`config.mk`:
```
export PLATFORM = sky130hd
export DESIGN_NAME = subpixel_point_splat_unit
export DESIGN_NICKNAME = d
export VERILOG_FILES = /design/src/rtl/spsplat_pkg.sv /design/src/rtl/spsplat_front.sv /design/src/rtl/spsplat_beat.sv /design/src/rtl/spsplat_scale.sv /design/src/rtl/subpixel_point_splat_unit.sv
export SDC_FILE = /design/constraint.sdc
export NUM_CORES = 1
export LEC_CHECK = 0
export ABC_AREA = 1
export BUFFER_PORTS_ARGS = -buffer_cell sky130_fd_sc_hd__buf_4
export CORE_MARGIN = 2
export CORE_UTILIZATION = 64
export CTS_BUF_LIST = sky130_fd_sc_hd__clkbuf_16
export DETAILED_ROUTE_END_ITERATION = 8
export PLACE_DENSITY = 0.82
export SLEW_MARGIN = 20
export SYNTH_ARGS = -nofsm -noshare
export SYNTH_HDL_FRONTEND = slang
export SYNTH_HIERARCHICAL = 1
export SYNTH_SLANG_ARGS = --single-unit
```
`constraint.sdc`:
```
create_clock -name clk -period 8.8 [get_ports clk]
set_clock_uncertainty 0.15 [all_clocks]
set_input_delay 1.76 -clock clk [delete_from_list [all_inputs] [get_ports clk]]
set_output_delay 1.76 -clock clk [all_outputs]
set_load 0.02 [all_outputs]
```
`src/rtl/spsplat_pkg.sv`:
```
`default_nettype none

package spsplat_pkg;

    localparam int FRAC_BITS = 8;
    localparam int X_W       = 15;
    localparam int Y_W       = 14;
    localparam int GRP_W     = 3;
    localparam int PX_W      = 8;
    localparam int PY_W      = 7;
    localparam int CH_W      = 8;
    localparam int RGB_W     = 24;
    localparam int NUM_PAL   = 5;
    localparam int CFG_IDX_W = 3;

    // Weights are products of two (FRAC_BITS+1)-bit factors and reach exactly 1.0.
    localparam int WX_W   = FRAC_BITS + 1;
    localparam int W_W    = 2 * FRAC_BITS + 1;
    localparam int PROD_W = CH_W + W_W;

    localparam int RED_LSB   = 16;
    localparam int GREEN_LSB = 8;
    localparam int BLUE_LSB  = 0;

    localparam logic [WX_W-1:0] ONE_FX = WX_W'(1 << FRAC_BITS);
    // Adding one pixel and removing half a pixel keeps the sum non-negative.
    localparam logic [X_W:0] X_BIAS = (X_W + 1)'(1 << (FRAC_BITS - 1));
    localparam logic [Y_W:0] Y_BIAS = (Y_W + 1)'(1 << (FRAC_BITS - 1));

    localparam logic [RGB_W-1:0] PAL_RESET [NUM_PAL] = '{
        24'hFF1443, 24'h14C8FF, 24'hFFC814, 24'hFFFFFF, 24'h14FFB4
    };

    typedef logic [1:0] beat_idx_t;
    localparam beat_idx_t BEAT_TL = 2'd0;
    localparam beat_idx_t BEAT_TR = 2'd1;
    localparam beat_idx_t BEAT_BL = 2'd2;
    localparam beat_idx_t BEAT_BR = 2'd3;

    typedef struct packed {
        logic [PX_W-1:0]      base_x;
        logic [PY_W-1:0]      base_y;
        logic [FRAC_BITS-1:0] frac_x;
        logic [FRAC_BITS-1:0] frac_y;
        logic [RGB_W-1:0]     rgb;
    } point_t;

    typedef struct packed {
        logic [PX_W-1:0]  pix_x;
        logic [PY_W-1:0]  pix_y;
        logic [W_W-1:0]   weight;
        logic [RGB_W-1:0] rgb;
        logic             last;
    } beat_t;

endpackage

`default_nettype wire

```
`src/rtl/spsplat_front.sv`:
```
`default_nettype none

module spsplat_front (
    input  wire logic                              clk,
    input  wire logic                              rst_n,
    input  wire logic                              cfg_valid,
    output logic                                   cfg_ready,
    input  wire logic [spsplat_pkg::CFG_IDX_W-1:0] cfg_index,
    input  wire logic [spsplat_pkg::RGB_W-1:0]     cfg_data,
    input  wire logic                              point_valid,
    output logic                                   point_ready,
    input  wire logic [spsplat_pkg::X_W-1:0]       x_pos,
    input  wire logic [spsplat_pkg::Y_W-1:0]       y_pos,
    input  wire logic [spsplat_pkg::GRP_W-1:0]     color_group,
    output logic                                   pt_valid,
    input  wire logic                              pt_ready,
    output spsplat_pkg::point_t                    pt
);

    logic [spsplat_pkg::RGB_W-1:0] palette_reg [spsplat_pkg::NUM_PAL];
    logic                          pt_valid_reg;
    spsplat_pkg::point_t           pt_reg;
    spsplat_pkg::point_t           pt_next;
    logic [spsplat_pkg::X_W:0]     x_sum;
    logic [spsplat_pkg::Y_W:0]     y_sum;
    logic [spsplat_pkg::PX_W-1:0]  bx1;
    logic [spsplat_pkg::PY_W-1:0]  by1;
    logic                          take;

    assign cfg_ready = 1'b1;

    always_ff @(posedge clk or negedge rst_n)
    begin
        if (!rst_n)
        begin
            for (int i = 0; i < spsplat_pkg::NUM_PAL; i++)
            begin
                palette_reg[i] <= spsplat_pkg::PAL_RESET[i];
            end
        end
        else if (cfg_valid && (cfg_index < spsplat_pkg::CFG_IDX_W'(spsplat_pkg::NUM_PAL)))
        begin
            palette_reg[cfg_index] <= cfg_data;
        end
    end

    // Base pixel plus one is the integer part of the biased position.
    assign x_sum = {1'b0, x_pos} + spsplat_pkg::X_BIAS;
    assign y_sum = {1'b0, y_pos} + spsplat_pkg::Y_BIAS;
    assign bx1   = x_sum[spsplat_pkg::FRAC_BITS +: spsplat_pkg::PX_W];
    assign by1   = y_sum[spsplat_pkg::FRAC_BITS +: spsplat_pkg::PY_W];

    always_comb
    begin
        pt_next.base_x = bx1 - spsplat_pkg::PX_W'(1);
        pt_next.base_y = by1 - spsplat_pkg::PY_W'(1);
        pt_next.frac_x = x_sum[spsplat_pkg::FRAC_BITS-1:0];
        pt_next.frac_y = y_sum[spsplat_pkg::FRAC_BITS-1:0];
        if (color_group < spsplat_pkg::GRP_W'(spsplat_pkg::NUM_PAL))
        begin
            pt_next.rgb = palette_reg[color_group];
        end
        else
        begin
            pt_next.rgb = '0;
        end
    end

    assign point_ready = !pt_valid_reg || pt_ready;
    assign take        = point_valid && point_ready;

    always_ff @(posedge clk or negedge rst_n)
    begin
        if (!rst_n)
        begin
            pt_valid_reg <= 1'b0;
        end
        else if (point_ready)
        begin
            pt_valid_reg <= point_valid;
        end
    end

    always_ff @(posedge clk)
    begin
        if (take)
        begin
            pt_reg <= pt_next;
        end
    end

    assign pt_valid = pt_valid_reg;
    assign pt       = pt_reg;

endmodule

`default_nettype wire

```
`src/rtl/spsplat_beat.sv`:
```
`default_nettype none

module spsplat_beat (
    input  wire logic               clk,
    input  wire logic               rst_n,
    input  wire logic               pt_valid,
    output logic                    pt_ready,
    input  wire spsplat_pkg::point_t pt,
    output logic                    bt_valid,
    input  wire logic               bt_ready,
    output spsplat_pkg::beat_t      bt
);

    spsplat_pkg::beat_idx_t         idx_reg;
    logic                           bt_valid_reg;
    spsplat_pkg::beat_t             bt_reg;
    spsplat_pkg::beat_t             bt_next;
    logic                           load;
    logic                           dx;
    logic                           dy;
    logic [spsplat_pkg::WX_W-1:0]   wx;
    logic [spsplat_pkg::WX_W-1:0]   wy;
    logic [2*spsplat_pkg::WX_W-1:0] w_full;

    assign load     = pt_valid && (!bt_valid_reg || bt_ready);
    // The point is released once its bottom-right write has been issued.
    assign pt_ready = load && (idx_reg == spsplat_pkg::BEAT_BR);

    assign dx = idx_reg[0];
    assign dy = idx_reg[1];

    always_comb
    begin
        if (dx)
        begin
            wx = {1'b0, pt.frac_x};
        end
        else
        begin
            wx = spsplat_pkg::ONE_FX - {1'b0, pt.frac_x};
        end
        if (dy)
        begin
            wy = {1'b0, pt.frac_y};
        end
        else
        begin
            wy = spsplat_pkg::ONE_FX - {1'b0, pt.frac_y};
        end
        w_full         = wx * wy;
        bt_next.pix_x  = pt.base_x + spsplat_pkg::PX_W'(dx);
        bt_next.pix_y  = pt.base_y + spsplat_pkg::PY_W'(dy);
        bt_next.weight = w_full[spsplat_pkg::W_W-1:0];
        bt_next.rgb    = pt.rgb;
        bt_next.last   = (idx_reg == spsplat_pkg::BEAT_BR);
    end

    always_ff @(posedge clk or negedge rst_n)
    begin
        if (!rst_n)
        begin
            idx_reg      <= spsplat_pkg::BEAT_TL;
            bt_valid_reg <= 1'b0;
        end
        else
        begin
            if (load)
            begin
                idx_reg      <= idx_reg + 2'd1;
                bt_valid_reg <= 1'b1;
            end
            else if (bt_ready)
            begin
                bt_valid_reg <= 1'b0;
            end
        end
    end

    always_ff @(posedge clk)
    begin
        if (load)
        begin
            bt_reg <= bt_next;
        end
    end

    assign bt_valid = bt_valid_reg;
    assign bt       = bt_reg;

endmodule

`default_nettype wire

```
`src/rtl/spsplat_scale.sv`:
```
`default_nettype none

module spsplat_scale (
    input  wire logic                               clk,
    input  wire logic                               rst_n,
    input  wire logic                               bt_valid,
    output logic                                    bt_ready,
    input  wire spsplat_pkg::beat_t                 bt,
    output logic                                    pixel_valid,
    input  wire logic                               pixel_ready,
    output logic signed [spsplat_pkg::PX_W-1:0]     pixel_x,
    output logic signed [spsplat_pkg::PY_W-1:0]     pixel_y,
    output logic        [spsplat_pkg::CH_W-1:0]     red,
    output logic        [spsplat_pkg::CH_W-1:0]     green,
    output logic        [spsplat_pkg::CH_W-1:0]     blue,
    output logic                                    last
);

    logic                               out_valid_reg;
    logic signed [spsplat_pkg::PX_W-1:0] pixel_x_reg;
    logic signed [spsplat_pkg::PY_W-1:0] pixel_y_reg;
    logic [spsplat_pkg::CH_W-1:0]        red_reg;
    logic [spsplat_pkg::CH_W-1:0]        green_reg;
    logic [spsplat_pkg::CH_W-1:0]        blue_reg;
    logic                                last_reg;
    logic [spsplat_pkg::PROD_W-1:0]      prod_r;
    logic [spsplat_pkg::PROD_W-1:0]      prod_g;
    logic [spsplat_pkg::PROD_W-1:0]      prod_b;
    logic [spsplat_pkg::PROD_W-1:0]      weight_ext;
    logic                                load;

    assign weight_ext = spsplat_pkg::PROD_W'(bt.weight);
    assign prod_r = spsplat_pkg::PROD_W'(bt.rgb[spsplat_pkg::RED_LSB +: spsplat_pkg::CH_W])
                    * weight_ext;
    assign prod_g = spsplat_pkg::PROD_W'(bt.rgb[spsplat_pkg::GREEN_LSB +: spsplat_pkg::CH_W])
                    * weight_ext;
    assign prod_b = spsplat_pkg::PROD_W'(bt.rgb[spsplat_pkg::BLUE_LSB +: spsplat_pkg::CH_W])
                    * weight_ext;

    assign bt_ready = !out_valid_reg || pixel_ready;
    assign load     = bt_valid && bt_ready;

    always_ff @(posedge clk or negedge rst_n)
    begin
        if (!rst_n)
        begin
            out_valid_reg <= 1'b0;
        end
        else if (bt_ready)
        begin
            out_valid_reg <= bt_valid;
        end
    end

    // Dropping the 2*FRAC_BITS weight fraction bits truncates each channel.
    always_ff @(posedge clk)
    begin
        if (load)
        begin
            pixel_x_reg <= $signed(bt.pix_x);
            pixel_y_reg <= $signed(bt.pix_y);
            red_reg     <= prod_r[2*spsplat_pkg::FRAC_BITS +: spsplat_pkg::CH_W];
            green_reg   <= prod_g[2*spsplat_pkg::FRAC_BITS +: spsplat_pkg::CH_W];
            blue_reg    <= prod_b[2*spsplat_pkg::FRAC_BITS +: spsplat_pkg::CH_W];
            last_reg    <= bt.last;
        end
    end

    assign pixel_valid = out_valid_reg;
    assign pixel_x     = pixel_x_reg;
    assign pixel_y     = pixel_y_reg;
    assign red         = red_reg;
    assign green       = green_reg;
    assign blue        = blue_reg;
    assign last        = last_reg;

endmodule

`default_nettype wire

```
`src/rtl/subpixel_point_splat_unit.sv`:
```
// Area-weighted splat of one point onto four neighboring pixels.
//
// A point request (x_pos, y_pos with 8 fraction bits, color_group) enters on
// point_valid/point_ready. Each point produces four pixel write requests on
// pixel_valid/pixel_ready, in the order top-left, top-right, bottom-left,
// bottom-right; the fourth carries last. Channels are the palette color scaled
// by the pixel's overlap area and truncated; off-screen pixels are not clipped.
// The palette is written through cfg_valid/cfg_ready (always ready), with
// cfg_index 0 to 4 selecting a register; other indexes are ignored. Write the
// palette only while no point is in flight.
//
// The writes of a point follow each other without a gap when the receiver
// never stalls. The pipeline has three register stages: position split and
// palette lookup, write sequencing with the weight product, and channel
// scaling into the output register. The sequencing stage issues one write per
// cycle unless the output stalls, and the front stage can take the next point
// while the current one is still being written. When pixel_ready is low,
// every stage holds its contents and point_ready falls once the stages fill.
// Reset empties all stages and restores the palette defaults.
`default_nettype none

module subpixel_point_splat_unit (
    input  wire logic                                  clk,
    input  wire logic                                  rst_n,
    input  wire logic                                  cfg_valid,
    output logic                                       cfg_ready,
    input  wire logic [spsplat_pkg::CFG_IDX_W-1:0]     cfg_index,
    input  wire logic [spsplat_pkg::RGB_W-1:0]         cfg_data,
    input  wire logic                                  point_valid,
    output logic                                       point_ready,
    input  wire logic [spsplat_pkg::X_W-1:0]           x_pos,
    input  wire logic [spsplat_pkg::Y_W-1:0]           y_pos,
    input  wire logic [spsplat_pkg::GRP_W-1:0]         color_group,
    output logic                                       pixel_valid,
    input  wire logic                                  pixel_ready,
    output logic signed [spsplat_pkg::PX_W-1:0]        pixel_x,
    output logic signed [spsplat_pkg::PY_W-1:0]        pixel_y,
    output logic        [spsplat_pkg::CH_W-1:0]        red,
    output logic        [spsplat_pkg::CH_W-1:0]        green,
    output logic        [spsplat_pkg::CH_W-1:0]        blue,
    output logic                                       last
);

    // Split point held between the front stage and the write sequencer.
    logic                pt_valid;
    logic                pt_ready;
    spsplat_pkg::point_t pt;

    // One weighted write between the sequencer and the scaling stage.
    logic                bt_valid;
    logic                bt_ready;
    spsplat_pkg::beat_t  bt;

    spsplat_front u_front (
        .clk         (clk),
        .rst_n       (rst_n),
        .cfg_valid   (cfg_valid),
        .cfg_ready   (cfg_ready),
        .cfg_index   (cfg_index),
        .cfg_data    (cfg_data),
        .point_valid (point_valid),
        .point_ready (point_ready),
        .x_pos       (x_pos),
        .y_pos       (y_pos),
        .color_group (color_group),
        .pt_valid    (pt_valid),
        .pt_ready    (pt_ready),
        .pt          (pt)
    );

    spsplat_beat u_beat (
        .clk      (clk),
        .rst_n    (rst_n),
        .pt_valid (pt_valid),
        .pt_ready (pt_ready),
        .pt       (pt),
        .bt_valid (bt_valid),
        .bt_ready (bt_ready),
        .bt       (bt)
    );

    spsplat_scale u_scale (
        .clk         (clk),
        .rst_n       (rst_n),
        .bt_valid    (bt_valid),
        .bt_ready    (bt_ready),
        .bt          (bt),
        .pixel_valid (pixel_valid),
        .pixel_ready (pixel_ready),
        .pixel_x     (pixel_x),
        .pixel_y     (pixel_y),
        .red         (red),
        .green       (green),
        .blue        (blue),
        .last        (last)
    );

endmodule

`default_nettype wire

```
; After elaboration in Yosys (flattened, before gate mapping)
; Index checks and enable logic that the tools add are counted.
[word_totals]
memories = 0
latchBits = 0
wordCells = 69
romBits = 0
reg_bits = 277
ram_bits = 0
input_bits = 64
[classes]
shift = 0
bitwise = 2
order_cmp = 5
n_eq_ne = 1
n_reduce_logical = 13
addsub = 9
n_mul = 4
div_mod_pow = 0
muxes = 10
[ops]
columns = operator, n
row1 = $bwmux W120, 1
row2 = $bmux W24 S3, 1
row3 = $demux W24 S3, 1
row4 = $mul A8 B17 Y24, 3
row5 = $mux W24, 3
row6 = $mux W9, 2
row7 = $sub A9 B8 Y9 const A, 2
row8 = $mul A9 B9 Y17, 1
row9 = $add A15 B8 Y16 const B, 1
row10 = $add A14 B8 Y15 const B, 1
row11 = $add A8 B1 Y8, 1
row12 = $ge A4 B4 Y1 const B, 2
row13 = $not A3 Y4, 2
row14 = $sub A8 B1 Y8 const B, 1
row15 = $add A7 B1 Y7, 1
row16 = $sub A7 B1 Y7 const B, 1
row17 = $logic_and A1 B1 Y1, 6
row18 = $lt A3 B3 Y1 const B, 2
row19 = $lt A4 B1 Y1 const B, 1
row20 = $logic_not A1 Y1, 3
row21 = $logic_or A1 B1 Y1, 3
row22 = $add A2 B1 Y2 const B, 1
row23 = $eq A2 B2 Y1 const B, 1
row24 = $mux W1, 2
row25 = $reduce_bool A2 Y1, 1

; Logic depth before layout (Yosys ltp)
[depth]
ltp_word = 7
ltp_mapped = 29
mapped_depth_nobuf = 28

; Hierarchy
; The synthesis kept the hierarchy.
[modules_own_cells]
columns = module, area_per_inst_um2, seq_area_each_um2, instances, cells_per_inst
row1 = spsplat_scale, 14701.6, 1226.2, 1, 2081
row2 = spsplat_front, 7743.7, 4775.8, 1, 809
row3 = spsplat_beat, 5270.1, 1786.7, 1, 575

; Worst setup path before layout
; No wires, ideal clock.
[synth_path]
path_type = input to register
start = input port pixel_ready
end = register u_front.pt_reg (netlist bit u_front/pt[0]), enable pin
setup_ns = 0.486
setup_slack_ns = 3.302
arrival_time_ns = 4.862
cell_stages = 8
path_buffers = 0
required_ns = 8.164
path_cell_list = inv_1 > nand2_1 > inv_1 > nand2_1 > nand2_1 > nor2_1 > inv_1 > a21oi_1
[synth_between]
elab_chain_len = 6
[synth_lines]
columns = element, line
row1 = start: declaration, subpixel_point_splat_unit.sv:35  ; input wire logic pixel_ready,
row2 = $logic_or A1 B1 Y1, spsplat_scale.sv:40  ; assign bt_ready = !out_valid_reg || pixel_ready;
row3 = via bt_ready, subpixel_point_splat_unit.sv:51  ; logic bt_ready;
row4 = $logic_or A1 B1 Y1, spsplat_beat.sv:25  ; assign load = pt_valid && (!bt_valid_reg || bt_ready);
row5 = $logic_and A1 B1 Y1, spsplat_beat.sv:25
row6 = $logic_and A1 B1 Y1, spsplat_beat.sv:27  ; assign pt_ready = load && (idx_reg == spsplat_pkg::BEAT_BR);
row7 = via pt_ready, subpixel_point_splat_unit.sv:46  ; logic pt_ready;
row8 = $logic_or A1 B1 Y1, spsplat_front.sv:69  ; assign point_ready = !pt_valid_reg || pt_ready;
row9 = $logic_and A1 B1 Y1, spsplat_front.sv:70  ; assign take = point_valid && point_ready;
row10 = via u_front.take, spsplat_front.sv:28  ; logic take;
row11 = end signal: assignment, spsplat_front.sv:88  ; pt_reg <= pt_next;
row12 = end: declaration, spsplat_front.sv:22  ; spsplat_pkg::point_t pt_reg;
; The timed path passes the listed nets, and every way through them passes these cells.
; A chain may end at the register's enable or synchronous reset.

==> metrics.md <==
| Metric | Value |
|---|---|
| Hold_sp | `u_beat/bt[46]` |
| Post-synth ARST share | `45.1%` |
| Avg Synthesized Cell Area | `8.00 sq um` |
| CTS tree | `yes` |
| Pre-antenna DRT Iters | `8` |
| Global-route wire length before repair | `102000 um` |
| Number of flip-flops in the largest register | `120` |
| Final setup viols | `0` |
| Max Root-Sink Buffers | `3` |
| Vias per cell | `5.20` |
| Cts hold-fix bufs | `0` |
| Reg-to-reg startpoint | `u_front/pt[24]` |
| Top cell type's share of synthesized area | `22.6%` |
| Residual DRC count | `0` |
| Worst-path cell chain | `inv_6 > ha_1 > inv_1 > nor2_2 > nand2_1 > nand2_1 > or2_2 > nand2_2 > inv_1 > a21oi_1 > fa_1 > fa_1 > fa_1 > inv_1 > fa_1 > inv_1 > ha_1 > nand2_1 > nor2_1 > nand2_1 > a21oi_1 > nor2_1 > nand3_1 > nand2_1` |
| Post-DP HPWL | `44200 um` |
| Area contributors post-synth | `fa_1 23%, edfxtp_1 16%, nand2_1 12%, inv_1 12%, ha_1 7.5%` |
| Final hold vios | `0` |
| Vias in the first global route | `21316` |
| Hold Path End | `u_scale/pixel_y[4]` |
| Largest net degree at the start of global routing | `81` |
| Commonest cells post-synth | `905 x nand2_1, 869 x inv_1, 313 x fa_1` |
| Port-buffer cells | `105` |
| Worst-Margin Slew | `1.10 ns` |
| Vias post-DR | `21256` |
| Ys flop type | `edfxtp_1` |
| Drt wl/cell | `14.7 um` |
| Die height | `212 um` |
| RSZ-0062 raised after global routing | `no` |
| Sequential cell area fraction in the yosys report | `28.1%` |
| Fillcell total | `3474` |
| I/O Pins | `107` |
| Max-cap check violation count | `0` |
| 1st-iter DRT viols | `1692` |
| Min-Delay Path Class | `flop to flop` |
| FF-to-FF path depth | `24` |
| Final Non-Filler Cells | `4091` |
| Cts bufs inserted | `28` |
| H-Tree Level Count | `1` |
| Post-synth top area cell | `fa_1` |
| Worst slew margin | `26.5%` |
| Placed Area | `0.0288 sq mm` |
| Worst path required time | `8.95 ns` |
| Clock sink count | `277` |
| Yosys warns | `6` |
| Total setup buffers inserted after CTS | `0` |
| Cells after Synth | `3465` |
| Most frequent CP cell | `nand2_1` |
| Period utilization | `61.6%` |
| Status | `finished clean` |
| Fmax | `184 MHz` |
| Number of flops mapped to enable cells by yosys | `152` |
| #FFs+latches synth | `277` |
| Antenna viol nets, final | `0` |
| Slowest CP cell | `edfxtp_1` |
| Clk slew on worst S/H paths | `0.07 ns` |
| Element type at the critical path end | `flop` |
| Post-Syn Area | `0.0277 sq mm` |
| CTS root buffer | `clkbuf_16` |
| Slowest stage delay, CP | `0.57 ns` |
| GRT Total Usage | `27.9%` |
| Synthesized net count | `4009` |
| Later-pin clock latency in the skew report | `0.60 ns` |
| TNS Setup | `0 ns` |
| Worst Hold Depth | `0` |
| Design area | `0.0297 sq mm` |
| DIE WIDTH | `212 um` |
| Minimum clock period | `5.42 ns` |
| Pins Over Slew Limit | `0` |
| Post-CTS Resized | `0` |
| Setup Crit Path Kind | `flop to flop` |
| Count leader, synth | `nand2_1` |
| Antenna Diode Count | `0` |
| Worst flop-to-flop path endpoint | `u_beat/bt[41]` |
| Final Wtd Congestion | `0.939` |
| Hold slack | `0.266 ns` |
| Crit path launch type | `flop` |
| Wirelength, routed | `60000 um` |
| Share of layout cells above drive strength 1 | `8.36%` |
| Overall die area | `0.0450 sq mm` |
| Crit path DAT | `5.58 ns` |
| R2R setup slack | `3.38 ns` |
| Nets@finish | `4028` |
| Area of the core | `0.0429 sq mm` |
| Initial Utilization | `64.6%` |
| Crit-path max FO | `9` |
| Initial antenna violation count | `0` |
| Synth-to-layout area growth | `6.99%` |
| Global route overflow | `0` |
| Rows | `76` |
| Dpl cells | `4038` |
| Unique masters post-synth | `50` |
metrics by stage:
stage	util (%)	setup WS [ns]
after floorplan	-	3.30
after CTS	69.1	3.39
after detailed placement	67.2	3.38
final	69.1	3.38
after global routing	69.1	2.93
after global placement	67.2	3.47
worst max-delay path, delay by kind of cell (launching register included):
family	cells	cell delay, ns
fa+ha+maj	6	2.58
simple gates	11	1.18
flops	1	0.57
buf+inv	5	0.35
compound gates	2	0.33
final cells by class:
class,count,area [sq um],share of cell area [%]
multi-input cells,2176,16100,54.2
inverters,877,3300,11.1
flip-flops and latches,277,7790,26.3
clock inverters,24,133,0.447
clock buffers,28,701,2.36
repair buffers,124,935,3.15
well taps,585,732,2.47
worst max-delay path by stage:
stage / slack (ns) / cells after the start / startpoint / endpoint
2_1_floorplan: 3.30 / 8 / pixel_ready / u_front/pt[0]
3_3_place_gp: 3.47 / 24 / u_front/pt[24] / u_beat/bt[41]
3_5_place_dp: 3.38 / 20 / u_front/pt[32] / u_beat/bt[41]
4_1_cts: 3.39 / 20 / u_front/pt[32] / u_beat/bt[41]
5_1_grt: 2.93 / 20 / u_front/pt[32] / u_beat/bt[41]
6_report: 3.38 / 24 / u_front/pt[24] / u_beat/bt[41]
placed cells by master, fill, tap and decap left out, drive strengths merged, types with 25 or more instances in the layout:
| cell | count |
|---|---|
| a21oi | 92 |
| buf | 124 |
| clkbuf | 28 |
| dfrtp | 48 |
| dfstp | 77 |
| edfxtp | 152 |
| fa | 313 |
| ha | 167 |
| inv | 890 |
| nand2 | 917 |
| nand3 | 107 |
| nand4 | 32 |
| nor2 | 207 |
| o21ai | 199 |
| o22ai | 25 |
| xor2 | 34 |
routing by layer:
| layer | vias to the layer above | part of all wire (%) | GRT usage, % |
|---|---|---|---|
| met5 | - | 0 | 0 |
| met3 | 74 | 6.7 | 3.75 |
| met4 | 0 | 1.8 | 6.90 |
| met1 | 10104 | 43 | 38.4 |
| li1 | 10398 | - | - |
| met2 | 680 | 48 | 47.3 |
kinds of logic (layout without fill, tap and decap cells):
group	Yosys count	count (layout)	share of synthesized area, %
buffers and inverters	1012	1053	14.0
adders and majority gates	480	480	30.1
xor gates and xnor gates	50	50	1.84
other	1	1	0.0135
and+or+nand+nor	1287	1287	18.8
AOI/OAI and AO/OA	358	358	7.07
DFF	277	277	28.1
Power is left out: the tool's default activity adds up to more than one toggle a clock period on the data nets, which glitch-free logic cannot reach.
